### src/pre_pkg.sv
// Shared types, character codes and register indexes of the printable run extractor.
// No dependencies; imported by the cell, the cell chain and the top level.
package pre_pkg;

   localparam int MIN_W  = 7;   // width of the min_length register
   localparam int BYTE_W = 8;
   localparam int OFF_W  = 32;
   localparam int IDX_W  = 2;

   localparam logic [BYTE_W-1:0] CHAR_FF    = 8'h0C;
   localparam logic [BYTE_W-1:0] CHAR_NL    = 8'h0A;
   localparam logic [BYTE_W-1:0] CHAR_DEL   = 8'h7F;
   localparam logic [BYTE_W-1:0] CHAR_SPACE = 8'h20;
   localparam logic [BYTE_W-1:0] CHAR_HIGH  = 8'h80;

   localparam logic [IDX_W-1:0] CSR_MIN_LENGTH  = 2'd0;
   localparam logic [IDX_W-1:0] CSR_SHOW_OFFSET = 2'd1;
   localparam logic [IDX_W-1:0] CSR_BASE_OFFSET = 2'd2;

   localparam logic KIND_CHAR = 1'b0;
   localparam logic KIND_END  = 1'b1;

   // Per-cycle commands from the control logic to the row of cells.
   typedef struct packed {
      logic wr_en;   // store wr_data in the addressed cell
      logic load;    // copy every stored byte into its read-out stage
      logic shift;   // move the read-out stages one cell toward the head
   } pre_chain_ctrl_type;

   function automatic logic is_clean(input logic [BYTE_W-1:0] b);
      logic ok;
      if (b == CHAR_FF) begin
         ok = 1'b1;
      end else if (b == CHAR_NL || b == CHAR_DEL) begin
         ok = 1'b0;
      end else begin
         ok = !(b > CHAR_HIGH || b < CHAR_SPACE);
      end
      return ok;
   endfunction

endpackage

### src/pre_cell.sv
// One cell of the held-byte row: a stored byte plus a read-out stage.
// Depends on pre_pkg for the control struct.
module pre_cell
   import pre_pkg::*;
#(
   parameter int ADDR_W = 6,
   parameter int INDEX  = 0
) (
   input  logic                clock,
   input  pre_chain_ctrl_type  ctrl,
   input  logic [ADDR_W-1:0]   wr_addr,
   input  logic [BYTE_W-1:0]   wr_data,
   input  logic [BYTE_W-1:0]   shift_in,
   output logic [BYTE_W-1:0]   shift_out
);

   logic [BYTE_W-1:0] held_ff;
   logic [BYTE_W-1:0] held_in;
   logic [BYTE_W-1:0] out_ff;
   logic [BYTE_W-1:0] out_in;

   always_comb begin
      held_in = held_ff;
      if (ctrl.wr_en && wr_addr == ADDR_W'(INDEX)) begin
         held_in = wr_data;
      end
      priority if (ctrl.load) begin
         out_in = held_ff;
      end else if (ctrl.shift) begin
         out_in = shift_in;
      end else begin
         out_in = out_ff;
      end
   end

   always_ff @(posedge clock) begin
      held_ff <= held_in;
      out_ff  <= out_in;
   end

   assign shift_out = out_ff;

endmodule

### src/pre_chain.sv
// Row of held-byte cells; the read-out stages shift toward cell 0, the head.
// Depends on pre_pkg and pre_cell.
module pre_chain
   import pre_pkg::*;
#(
   parameter int NUM_CELLS = 63,
   parameter int ADDR_W    = 6
) (
   input  logic                clock,
   input  pre_chain_ctrl_type  ctrl,
   input  logic [ADDR_W-1:0]   wr_addr,
   input  logic [BYTE_W-1:0]   wr_data,
   output logic [BYTE_W-1:0]   head_out
);

   logic [BYTE_W-1:0] link [NUM_CELLS+1];

   assign link[NUM_CELLS] = '0;

   for (genvar i = 0; i < NUM_CELLS; i++) begin : g_cell
      pre_cell #(
         .ADDR_W (ADDR_W),
         .INDEX  (i)
      ) u_cell (
         .clock     (clock),
         .ctrl      (ctrl),
         .wr_addr   (wr_addr),
         .wr_data   (wr_data),
         .shift_in  (link[i+1]),
         .shift_out (link[i])
      );
   end

   assign head_out = link[0];

endmodule

### src/printable_run_extractor_unit.sv
// Printable run extractor: takes one byte item per cycle, except while it flushes or
// its result register is held, and reports runs of printable bytes of at least
// min_length as character items followed by an end-of-string item.
// Depends on pre_pkg, pre_chain and pre_cell.
//
// A byte that passes through, ends a run, or is held is accepted whenever the result
// register is free or being taken in that cycle. The byte that brings a run to
// min_length (m, clipped to MAX_MIN_LEN) starts a flush: the m-1 held bytes leave the
// head of the cell row one per cycle while the result register is free or being taken,
// then the byte itself, and req_ready stays low until that byte is in the result
// register. The result register is the only output buffer: a stalled rsp_ready holds
// the input after at most one item. Bytes of a run past MAX_KEPT give no result but
// still advance the position. Held bytes have no reset; a flush after min_length was
// raised may emit bytes left over from earlier runs. Configuration writes are always
// taken and must only come while the block is idle.
module printable_run_extractor_unit
   import pre_pkg::*;
#(
   parameter int MAX_KEPT    = 510,
   parameter int MAX_MIN_LEN = 64
) (
   input  logic               clock,
   input  logic               reset,
   // input byte items
   input  logic               req_valid,
   output logic               req_ready,
   input  logic [BYTE_W-1:0]  req_data_byte,
   input  logic               req_at_end,
   // result items
   output logic               rsp_valid,
   input  logic               rsp_ready,
   output logic               rsp_kind,
   output logic [BYTE_W-1:0]  rsp_char_out,
   output logic [OFF_W-1:0]   rsp_start_offset,
   output logic               rsp_last,
   // register writes
   input  logic               csr_valid,
   output logic               csr_ready,
   input  logic [IDX_W-1:0]   csr_index,
   input  logic [OFF_W-1:0]   csr_wdata
);

   localparam int NUM_CELLS = (MAX_MIN_LEN > 1) ? MAX_MIN_LEN - 1 : 1;
   localparam int ADDR_W    = (NUM_CELLS > 1) ? $clog2(NUM_CELLS) : 1;
   localparam int RL_W      = $clog2(MAX_KEPT + 1);

   localparam logic ST_RUN   = 1'b0;
   localparam logic ST_FLUSH = 1'b1;

   // configuration
   logic [MIN_W-1:0] min_len_ff, min_len_in;
   logic             show_off_ff, show_off_in;
   logic [OFF_W-1:0] base_off_ff, base_off_in;

   // scan state
   logic [RL_W-1:0]  run_len_ff, run_len_in;
   logic [OFF_W-1:0] run_start_ff, run_start_in;
   logic [OFF_W-1:0] pos_ff, pos_in;
   logic             state_ff, state_in;
   logic [MIN_W-1:0] flush_cnt_ff, flush_cnt_in;
   logic [BYTE_W-1:0] flush_char_ff, flush_char_in;
   logic [OFF_W-1:0] flush_off_ff, flush_off_in;

   // result register
   logic              rsp_valid_ff, rsp_valid_in;
   logic              rsp_kind_ff, rsp_kind_in;
   logic [BYTE_W-1:0] rsp_char_ff, rsp_char_in;
   logic [OFF_W-1:0]  rsp_off_ff, rsp_off_in;
   logic              rsp_last_ff, rsp_last_in;

   // chain interface
   pre_chain_ctrl_type chain_ctrl;
   logic [BYTE_W-1:0]  head_byte;

   logic              out_free;
   logic              req_fire;
   logic              clean;
   logic [MIN_W-1:0]  m_eff;
   logic [RL_W-1:0]   m_ext;
   logic [RL_W-1:0]   new_len;
   logic [OFF_W-1:0]  start_sel;
   logic [OFF_W-1:0]  off_calc;

   assign out_free  = !rsp_valid_ff || rsp_ready;
   assign req_ready = (state_ff == ST_RUN) && out_free;
   assign req_fire  = req_valid && req_ready;
   assign csr_ready = 1'b1;

   assign clean     = !req_at_end && is_clean(req_data_byte);
   assign m_eff     = (min_len_ff > MIN_W'(MAX_MIN_LEN)) ? MIN_W'(MAX_MIN_LEN) : min_len_ff;
   assign m_ext     = RL_W'(m_eff);
   assign new_len   = run_len_ff + RL_W'(1);
   // a run that is still empty starts (or ends) at the current position
   assign start_sel = (run_len_ff == '0) ? pos_ff : run_start_ff;
   assign off_calc  = show_off_ff ? base_off_ff + start_sel : '0;

   // register writes; unknown indexes drop
   always_comb begin
      min_len_in  = min_len_ff;
      show_off_in = show_off_ff;
      base_off_in = base_off_ff;
      if (csr_valid && csr_ready) begin
         if (csr_index == CSR_MIN_LENGTH) begin
            min_len_in = csr_wdata[MIN_W-1:0];
         end else if (csr_index == CSR_SHOW_OFFSET) begin
            show_off_in = csr_wdata[0];
         end else if (csr_index == CSR_BASE_OFFSET) begin
            base_off_in = csr_wdata;
         end
      end
   end

   // scan and result sequencing
   always_comb begin
      run_len_in    = run_len_ff;
      run_start_in  = run_start_ff;
      pos_in        = pos_ff;
      state_in      = state_ff;
      flush_cnt_in  = flush_cnt_ff;
      flush_char_in = flush_char_ff;
      flush_off_in  = flush_off_ff;
      rsp_valid_in  = rsp_valid_ff && !rsp_ready;
      rsp_kind_in   = rsp_kind_ff;
      rsp_char_in   = rsp_char_ff;
      rsp_off_in    = rsp_off_ff;
      rsp_last_in   = rsp_last_ff;
      chain_ctrl    = '0;

      unique case (state_ff)
         ST_RUN: begin
            if (req_fire) begin
               if (clean) begin
                  run_start_in = start_sel;
                  pos_in       = pos_ff + OFF_W'(1);
                  if (run_len_ff < RL_W'(MAX_KEPT)) begin
                     run_len_in = new_len;
                     priority if (new_len < m_ext) begin
                        // hold the byte until the run is long enough
                        chain_ctrl.wr_en = 1'b1;
                     end else if (new_len == m_ext && m_eff > MIN_W'(1)) begin
                        // start the flush of the held bytes
                        chain_ctrl.load = 1'b1;
                        flush_cnt_in    = m_eff - MIN_W'(1);
                        flush_char_in   = req_data_byte;
                        flush_off_in    = off_calc;
                        state_in        = ST_FLUSH;
                     end else begin
                        // pass the byte straight through
                        rsp_valid_in = 1'b1;
                        rsp_kind_in  = KIND_CHAR;
                        rsp_char_in  = req_data_byte;
                        rsp_off_in   = off_calc;
                        rsp_last_in  = 1'b1;
                     end
                  end
               end else begin
                  if (run_len_ff >= m_ext) begin
                     rsp_valid_in = 1'b1;
                     rsp_kind_in  = KIND_END;
                     rsp_char_in  = '0;
                     rsp_off_in   = off_calc;
                     rsp_last_in  = 1'b1;
                  end
                  run_len_in = '0;
                  if (!req_at_end) begin
                     pos_in = pos_ff + OFF_W'(1);
                  end
               end
            end
         end
         ST_FLUSH: begin
            if (out_free) begin
               rsp_valid_in = 1'b1;
               rsp_kind_in  = KIND_CHAR;
               rsp_off_in   = flush_off_ff;
               if (flush_cnt_ff != '0) begin
                  // emit the next held byte and advance the row
                  rsp_char_in      = head_byte;
                  rsp_last_in      = 1'b0;
                  chain_ctrl.shift = 1'b1;
                  flush_cnt_in     = flush_cnt_ff - MIN_W'(1);
               end else begin
                  // finish with the byte that completed the run
                  rsp_char_in = flush_char_ff;
                  rsp_last_in = 1'b1;
                  state_in    = ST_RUN;
               end
            end
         end
      endcase
   end

   pre_chain #(
      .NUM_CELLS (NUM_CELLS),
      .ADDR_W    (ADDR_W)
   ) u_chain (
      .clock    (clock),
      .ctrl     (chain_ctrl),
      .wr_addr  (run_len_ff[ADDR_W-1:0]),
      .wr_data  (req_data_byte),
      .head_out (head_byte)
   );

   always_ff @(posedge clock) begin
      if (reset) begin
         min_len_ff   <= MIN_W'(4);
         show_off_ff  <= 1'b0;
         base_off_ff  <= '0;
         run_len_ff   <= '0;
         run_start_ff <= '0;
         pos_ff       <= '0;
         state_ff     <= ST_RUN;
         flush_cnt_ff <= '0;
         rsp_valid_ff <= 1'b0;
      end else begin
         min_len_ff   <= min_len_in;
         show_off_ff  <= show_off_in;
         base_off_ff  <= base_off_in;
         run_len_ff   <= run_len_in;
         run_start_ff <= run_start_in;
         pos_ff       <= pos_in;
         state_ff     <= state_in;
         flush_cnt_ff <= flush_cnt_in;
         rsp_valid_ff <= rsp_valid_in;
      end
   end

   always_ff @(posedge clock) begin
      flush_char_ff <= flush_char_in;
      flush_off_ff  <= flush_off_in;
      rsp_kind_ff   <= rsp_kind_in;
      rsp_char_ff   <= rsp_char_in;
      rsp_off_ff    <= rsp_off_in;
      rsp_last_ff   <= rsp_last_in;
   end

   assign rsp_valid        = rsp_valid_ff;
   assign rsp_kind         = rsp_kind_ff;
   assign rsp_char_out     = rsp_char_ff;
   assign rsp_start_offset = rsp_off_ff;
   assign rsp_last         = rsp_last_ff;

   // the final step of a flush always hands over the completing byte as the last item
   a_flush_end: assert property (@(posedge clock) disable iff (reset)
      (state_ff == ST_FLUSH && out_free && flush_cnt_ff == '0)
         |=> (rsp_valid && rsp_last && rsp_kind == KIND_CHAR && state_ff == ST_RUN))
      else $error("flush did not end with the completing byte");

   // no intermediate flush item carries the last flag
   a_flush_mid: assert property (@(posedge clock) disable iff (reset)
      (state_ff == ST_FLUSH && out_free && flush_cnt_ff != '0)
         |=> (rsp_valid && !rsp_last && state_ff == ST_FLUSH))
      else $error("held byte emitted with last flag");

   // the kept length never passes its cap
   a_run_cap: assert property (@(posedge clock) disable iff (reset)
      run_len_ff <= RL_W'(MAX_KEPT))
      else $error("run length beyond cap");

   // an end-of-string item carries no character and closes its input item
   a_end_item: assert property (@(posedge clock) disable iff (reset)
      (rsp_valid && rsp_kind == KIND_END) |-> (rsp_char_out == '0 && rsp_last))
      else $error("malformed end-of-string item");

endmodule
### config.mk
export PLATFORM = sky130hd
export DESIGN_NAME = printable_run_extractor_unit
export DESIGN_NICKNAME = d
export VERILOG_FILES = /design/src/pre_pkg.sv /design/src/pre_cell.sv /design/src/pre_chain.sv /design/src/printable_run_extractor_unit.sv
export SDC_FILE = /design/constraint.sdc
export NUM_CORES = 2
export LEC_CHECK = 0
export ABC_CLOCK_PERIOD_IN_PS = 13790
export BUFFER_PORTS_ARGS = -buffer_cell sky130_fd_sc_hd__buf_2
export CAP_MARGIN = 0
export CORE_MARGIN = 5
export CORE_UTILIZATION = 45
export DETAILED_ROUTE_END_ITERATION = 8
export GPL_ROUTABILITY_DRIVEN = 0
export GPL_TIMING_DRIVEN = 0
export PLACE_DENSITY = 0.69
export SLEW_MARGIN = 20
export SYNTH_ARGS = -nofsm -noshare
export SYNTH_HDL_FRONTEND = slang
export SYNTH_SLANG_ARGS = --single-unit
### constraint.sdc
create_clock -name clock -period 13.79 [get_ports clock]
set_clock_uncertainty 0.2 [all_clocks]
set_input_delay 1.379 -clock clock [delete_from_list [all_inputs] [get_ports clock]]
set_output_delay 1.379 -clock clock [all_outputs]
set_load 0.02 [all_outputs]
; Yosys cells after proc, flatten, opt, wreduce, memory -nomap -nowiden
; Index checks and enable logic that the tools add are counted.
[op_classes]
n_addsub = 5
n_mux = 199
n_reduce_logical = 89
n_bitwise = 4
multipliers = 0
n_shift = 0
eq_ne = 81
div = 0
order_cmp = 7
[ops]
columns = cell, count
row1 = $mux W8, 134
row2 = $mux W32, 11
row3 = $eq A6 B6 Y1 const B, 31
row4 = $eq A6 B5 Y1 const B, 16
row5 = $logic_and A1 B1 Y1, 68
row6 = $pmux W32 S2, 1
row7 = $mux W7, 8
row8 = $eq A6 B4 Y1 const B, 8
row9 = $mux W1, 33
row10 = $add A32 B1 Y32 const B, 1
row11 = $add A32 B32 Y32, 1
row12 = $eq A6 B3 Y1 const B, 4
row13 = $mux W9, 2
row14 = $eq A8 B4 Y1 const B, 2
row15 = $pmux W8 S2, 1
row16 = $pmux W7 S2, 1
row17 = $sub A7 B1 Y7 const B, 2
row18 = $eq A6 B2 Y1 const B, 2
row19 = $ne A2 B1 Y1 const B, 6
row20 = $reduce_and A3 Y1, 4
row21 = $reduce_and A6 Y1, 2
row22 = $add A9 B1 Y9 const B, 1
row23 = $eq A9 B7 Y1, 1
row24 = $ge A9 B7 Y1, 1
row25 = 26 further kinds, 44
[word_totals]
romBits = 0
latchBits = 0
mem_bits_rw = 0
elab_cells = 526
output_inout_bits = 45
mem_count = 0
in_bits = 48
register_bits = 1212

; Depth between registers and ports, before layout
[logic_depth]
ltp_word = 11
mapped_depth = 16

; By module
; Synthesis repeated with hierarchy kept, for this count alone.
[hier_totals]
cells_unflattened = 2950
hier_area_um2 = 50543.5
[by_module_without_submodules]
columns = mod, area_per_inst_um2, n_inst, cells_per_inst, seq_area_each_um2
row1 = printable_run_extractor_unit, 10714.0, 1, 1156, 4904.7
row2 = pre_cell (u_chain.g_cell[19].u_cell ...), 635.6, 13, 29, 480.5
row3 = pre_cell (u_chain.g_cell[21].u_cell ...), 641.9, 12, 28, 480.5
row4 = pre_cell (u_chain.g_cell[20].u_cell ...), 633.1, 10, 28, 480.5
row5 = pre_cell (u_chain.g_cell[11].u_cell ...), 638.1, 5, 29, 480.5
row6 = pre_cell (u_chain.g_cell[10].u_cell ...), 644.4, 4, 28, 480.5
row7 = pre_cell (u_chain.g_cell[55].u_cell ...), 633.1, 4, 29, 480.5
row8 = pre_cell (u_chain.g_cell[17].u_cell ...), 606.8, 4, 29, 480.5
row9 = pre_cell (u_chain.g_cell[4].u_cell ...), 635.6, 2, 28, 480.5
row10 = pre_cell (u_chain.g_cell[52].u_cell ...), 630.6, 2, 28, 480.5
row11 = pre_cell (u_chain.g_cell[1].u_cell ...), 606.8, 2, 28, 480.5
row12 = pre_cell (u_chain.g_cell[16].u_cell ...), 604.3, 2, 29, 480.5
row13 = pre_cell (u_chain.g_cell[15].u_cell), 636.9, 1, 28, 480.5
row14 = pre_cell (u_chain.g_cell[3].u_cell), 605.6, 1, 29, 480.5
row15 = 2 more rows, --, --, --, --

; Worst setup path after synthesis
; No wires, ideal clock.
[synth_timing]
path_type = input -> register
startpoint = in req_data_byte[2]
endpoint = reg flush_cnt_ff[5]
setup_time_ps = 103
required_time_ps = 13487
path_buffers = 2
arrival_ps = 14054
slack_ps = -567
cell_stages = 11
path_cell_list = o41ai_1 > nand2b_1 > a2111oi_4 > and2_1 > buf_2 > o311a_1 > a31oi_1 > clkbuf_1 > inv_1 > o311ai_1 > a21oi_1
[synth_via]
elab_chain_cells = 8
[synth_lines]
columns = item, line
row1 = start: declaration, printable_run_extractor_unit.sv:27  ; input logic [BYTE_W-1:0] req_data_byte,
row2 = $gt A8 B8 Y1 or $lt A8 B6 Y1 (tied branches), pre_pkg.sv:37  ; ok = !(b > CHAR_HIGH || b < CHAR_SPACE);
row3 = $logic_or A1 B1 Y1, pre_pkg.sv:37
row4 = $logic_not A1 Y1, pre_pkg.sv:37
row5 = $mux W1, pre_pkg.sv:34  ; end else if (b == CHAR_NL || b == CHAR_DEL) begin
row6 = $mux W1 *, pre_pkg.sv:32  ; if (b == CHAR_FF) begin
row7 = $logic_and A1 B1 Y1 *, printable_run_extractor_unit.sv:89  ; assign clean = !req_at_end && is_clean(req_data_byte);
row8 = $ne A2 B2 Y1 (no source line) *, --
row9 = $reduce_and A7 Y1 (no source line) *, --
row10 = end signal: assignment, printable_run_extractor_unit.sv:223  ; flush_cnt_ff <= flush_cnt_in;
row11 = end: declaration, printable_run_extractor_unit.sv:60  ; logic [MIN_W-1:0] flush_cnt_ff, flush_cnt_in;
; Every way passes the cells marked *; elsewhere a longest branch is shown, timed or not.
; A chain may end at the register's enable or synchronous reset.

; Final worst setup path
[layout_timing]
startpoint = reg run_len_ff[0]
endpoint = reg rsp_off_ff[31], in the netlist rsp_start_offset[31], data pin
[layout_via]
elab_chain_cells = 10
[layout_lines]
columns = item, line
row1 = start: declaration, printable_run_extractor_unit.sv:56  ; logic [RL_W-1:0] run_len_ff, run_len_in;
row2 = start signal: assignment, printable_run_extractor_unit.sv:219  ; run_len_ff <= run_len_in;
row3 = $logic_not A9 Y1 *, printable_run_extractor_unit.sv:94  ; assign start_sel = (run_len_ff == '0) ? pos_ff : run_start_ff;
row4 = $mux W32 *, printable_run_extractor_unit.sv:94
row5 = named net start_sel[4], printable_run_extractor_unit.sv:81  ; logic [OFF_W-1:0] start_sel;
row6 = $add A32 B32 Y32 *, printable_run_extractor_unit.sv:95  ; assign off_calc = show_off_ff ? base_off_ff + start_sel : '0;
row7 = $mux W32 *, printable_run_extractor_unit.sv:95
row8 = $mux W32, printable_run_extractor_unit.sv:140  ; end else if (new_len == m_ext && m_eff > MIN_W'(1)) begin
row9 = $mux W32, printable_run_extractor_unit.sv:137  ; priority if (new_len < m_ext) begin
row10 = $mux W32, printable_run_extractor_unit.sv:135  ; if (run_len_ff < RL_W'(MAX_KEPT)) begin
row11 = $mux W32 *, printable_run_extractor_unit.sv:132  ; if (clean) begin
row12 = $mux W32 *, printable_run_extractor_unit.sv:131  ; if (req_fire) begin
row13 = $pmux W32 S2 *, printable_run_extractor_unit.sv:129  ; unique case (state_ff)
row14 = named net rsp_off_in[31], printable_run_extractor_unit.sv:68  ; logic [OFF_W-1:0] rsp_off_ff, rsp_off_in;
row15 = end signal: assignment, printable_run_extractor_unit.sv:233  ; rsp_off_ff <= rsp_off_in;
row16 = end: declaration, printable_run_extractor_unit.sv:68
; Mark *: on every way through the listed nets, which the timed path passes. The rest lies on a longest branch. The select of a mux whose other input is x is not followed.

==> results.sh <==
export IMPL_status="completed"
export IMPL_fin_total_pwr_uw=7300
export IMPL_via_count=23600
export IMPL_critical_path_class="flip-flop to flip-flop"
export IMPL_route_detailed_vias_per_inst=5.25
export IMPL_tightestPinTransition_ns=1.07
export IMPL_syn_to_final_growth_pct=14.1
export IMPL_htreeDepth=3
export IMPL_grt_pass1_vias=24300
export IMPL_cts_tree="done"
export IMPL_power_static_leakage_uw=0.0183
export IMPL_yosysTopAreaCellShare=0.691
export IMPL_drc=0
export IMPL_design_portCount=93
export IMPL_global_route_overflow_total=0
export IMPL_antenna_diode_count=0
export IMPL_dpl_cell_area_um2=50200
export IMPL_area_sequential_um2=35200
export IMPL_clock_fmax_mhz=154
export IMPL_hpwlAfterDp_um=58300
export IMPL_die_h_um=334
export IMPL_post_route_cell_area_um2=54100
export IMPL_fin_nets=3108
export IMPL_die_width_um=334
export IMPL_arrival_ns=6.73
export IMPL_antenna_violating_nets_post_route=0
export IMPL_ys_warn_count=0
export IMPL_post_cts_resized=0
export IMPL_cts_hold_buffers_added=0
export IMPL_vdd_ir_drop_max_uv=114
export IMPL_synth_top_area_cell="edfxtp_1"
export IMPL_timing_critical_path_fanout_max=10
export IMPL_n_fill_cell=8381
export IMPL_count_of_endpoints_failing_hold_in_the_final_timing_report=0
export IMPL_grt_start_max_net_pins=68
export IMPL_numCtsBuffers=116
export IMPL_post_route_cells_drive_above_1_share=0.168
export IMPL_layout_cells_most_common="edfxtp_1"
export IMPL_relSlewSlack=0.286
export IMPL_detail_route_first_pass_iterations=7
export IMPL_synth_ff_type="edfxtp_1"
export IMPL_cts_root_buf="clkbuf_16"
export IMPL_dr_wl_cell_um=20.1
export IMPL_r2r_slack_ns=7.28
export IMPL_setup_viol_count_final=0
export IMPL_hold_class="flip-flop to flip-flop"
export IMPL_final_cell_mix="1090 x edfxtp_1, 400 x mux2_1, 207 x nor2_1, 143 x mux2_2, 127 x nand2_1"
export IMPL_synth_cell_types=65
export IMPL_syn_area_per_cell_um2=17.1
export IMPL_synth_seq_cells=1212
export IMPL_cts_num_sinks=1212
export IMPL_period_utilization=0.472
export IMPL_core_rowCount=119
export IMPL_postSynthCellCount=2764
export IMPL_wirelength_um=90600
export IMPL_numPortBuffers=90
export IMPL_coreArea_um2=105000
export IMPL_finalMaxSlewViolations=0
export IMPL_timing_critical_path_from_type="flip-flop"
export IMPL_synth_edff_count=1090
export IMPL_globalRouteTotalUtil=0.159
export IMPL_final_setup_tns_ns=0
export IMPL_post_cts_repair_setup_buffers=0
export IMPL_drtIter0Drc=1809
export IMPL_sequential_share_of_the_synthesized_area=0.743
export IMPL_rsz0062_at_grt="no"
export IMPL_path_clk_slew_ns=0.06
export IMPL_power_density_nw_per_um2=135
export IMPL_synthesis_area_um2=47400
export IMPL_worst_setup_path_end_kind="flip-flop"
export IMPL_global_route_wire_length_before_repair_um=141000
export IMPL_post_synth_main_area_contributors="edfxtp_1 69%, mux2_1 9.5%, dfxtp_1 5.2%, mux2_2 3.4%, nor2_1 1.6%"
export IMPL_multiInputGateArea_um2=11500
export IMPL_synth_nets=2868
export IMPL_finalWorstPathRequiredPeriod_ns=6.51
export IMPL_layout_core_utilization=0.515
export IMPL_postSynth_asyncResetShare=0
export IMPL_dieArea_um2=112000
export IMPL_grt_antenna_before_repair=2
export IMPL_timing_critical_path_required_ns=14.01
export IMPL_clk_lat_worst_skew_ns=0.69
export IMPL_cts_path_max_buffers=3
export IMPL_cap_violations=0
export IMPL_initial_util=0.451
flip-flops by register name, indices dropped and copies added (netlist names):
name	cells
rsp_start_offset	32
flush_off_ff	32
flush_char_ff	8
run_len_ff	9
flush_cnt_ff	7
u_chain.g_cell.u_cell.shift_out	504
rsp_valid	1
rsp_char_out	8
show_off_ff	1
min_len_ff	7
run_start_ff	32
base_off_ff	32
rsp_last	1
state_ff	1
pos_ff	32
rsp_kind	1
u_chain.g_cell.u_cell.held_ff	504
path summary, 6_finish.rpt:
path | cells after the start | endpoint | startpoint
setup / recovery | 15 | rsp_start_offset[31] | run_len_ff[0]
hold / removal | 2 | base_off_ff[5] | base_off_ff[5]
setup reg to reg | 15 | rsp_start_offset[31] | run_len_ff[0]
hold reg to reg | 2 | base_off_ff[5] | base_off_ff[5]
area by class of cell:
type | instances | area share
plain buffers | 116 | 0.0116
repair buffers | 122 | 0.0197
well taps | 1391 | 0.0322
inverters | 24 | 0.00174
clock buffers | 145 | 0.0567
multi-input cells | 1412 | 0.212
flip-flops and latches | 1212 | 0.651
clock inverters | 75 | 0.0150
through the flow:
step	worst slack [ns]	cells	hold WS, ns
detailed placement	7.27	4277	0.260
floorplan	2.70	2764	0.241
finish	7.28	4497	0.264
global route	7.05	4497	0.288
global placement	-3.47	4245	0.254
CTS	7.23	4497	0.267
metal layers:
metal,share of wire,vias up,GRT usage
met1,0.45,12000,0.220
li1,-,11000,-
met2,0.48,523,0.262
met3,0.054,135,0.0337
met4,0.020,4,0.0382
met5,0.00038,-,0
synthesized netlist by cell type (all sizes together), types with 5 or more instances:
cell type,instances
edfxtp,1090
mux2,543
nor2,207
nand2,127
dfxtp,122
a21oi,80
buf,62
ha,55
clkbuf,54
mux2i,50
and2,43
xnor2,41
o21ai,27
a21o,26
nand3,24
inv,22
xor2,21
nor3,18
a31o,16
nand4,13
or3,10
and3,8
nor2b,8
a22o,7
a31oi,7
a211oi,6
a22oi,6
a21boi,5
nand2b,5
o41ai,5
power breakdown:
part	total (uW)	internal, uW	switching (uW)
Combinational	113	33.0	80.1
Clock	3210	1850	1360
Sequential	3980	3980	5.90
Total	7300	5850	1450
cells by family after synthesis:
group	count (synthesis)	share of synthesized area
xor gates and xnor gates	62	0.0115
other	1	0.0000792
and+or+nand+nor	483	0.0459
muxes	593	0.140
buffers and inverters	140	0.0151
DFF	1212	0.743
AOI/OAI and AO/OA	217	0.0304
adders and majority gates	56	0.0150
critical path: stages, from the launching register on:
cell      delay (ns)
dfxtp_1         0.38
inv_1           0.21
ha_1            0.25
nand2_1         0.38
nor4b_2         1.03
clkbuf_1        0.57
mux2_2          0.44
ha_1            0.35
a21o_1          0.19
a21oi_1         0.10
a211oi_1        0.52
o21ai_1         0.33
o41ai_1         0.53
o21ai_0         0.28
xnor2_1         0.19
a22o_1          0.28
Power figures use the tool's default switching activity.
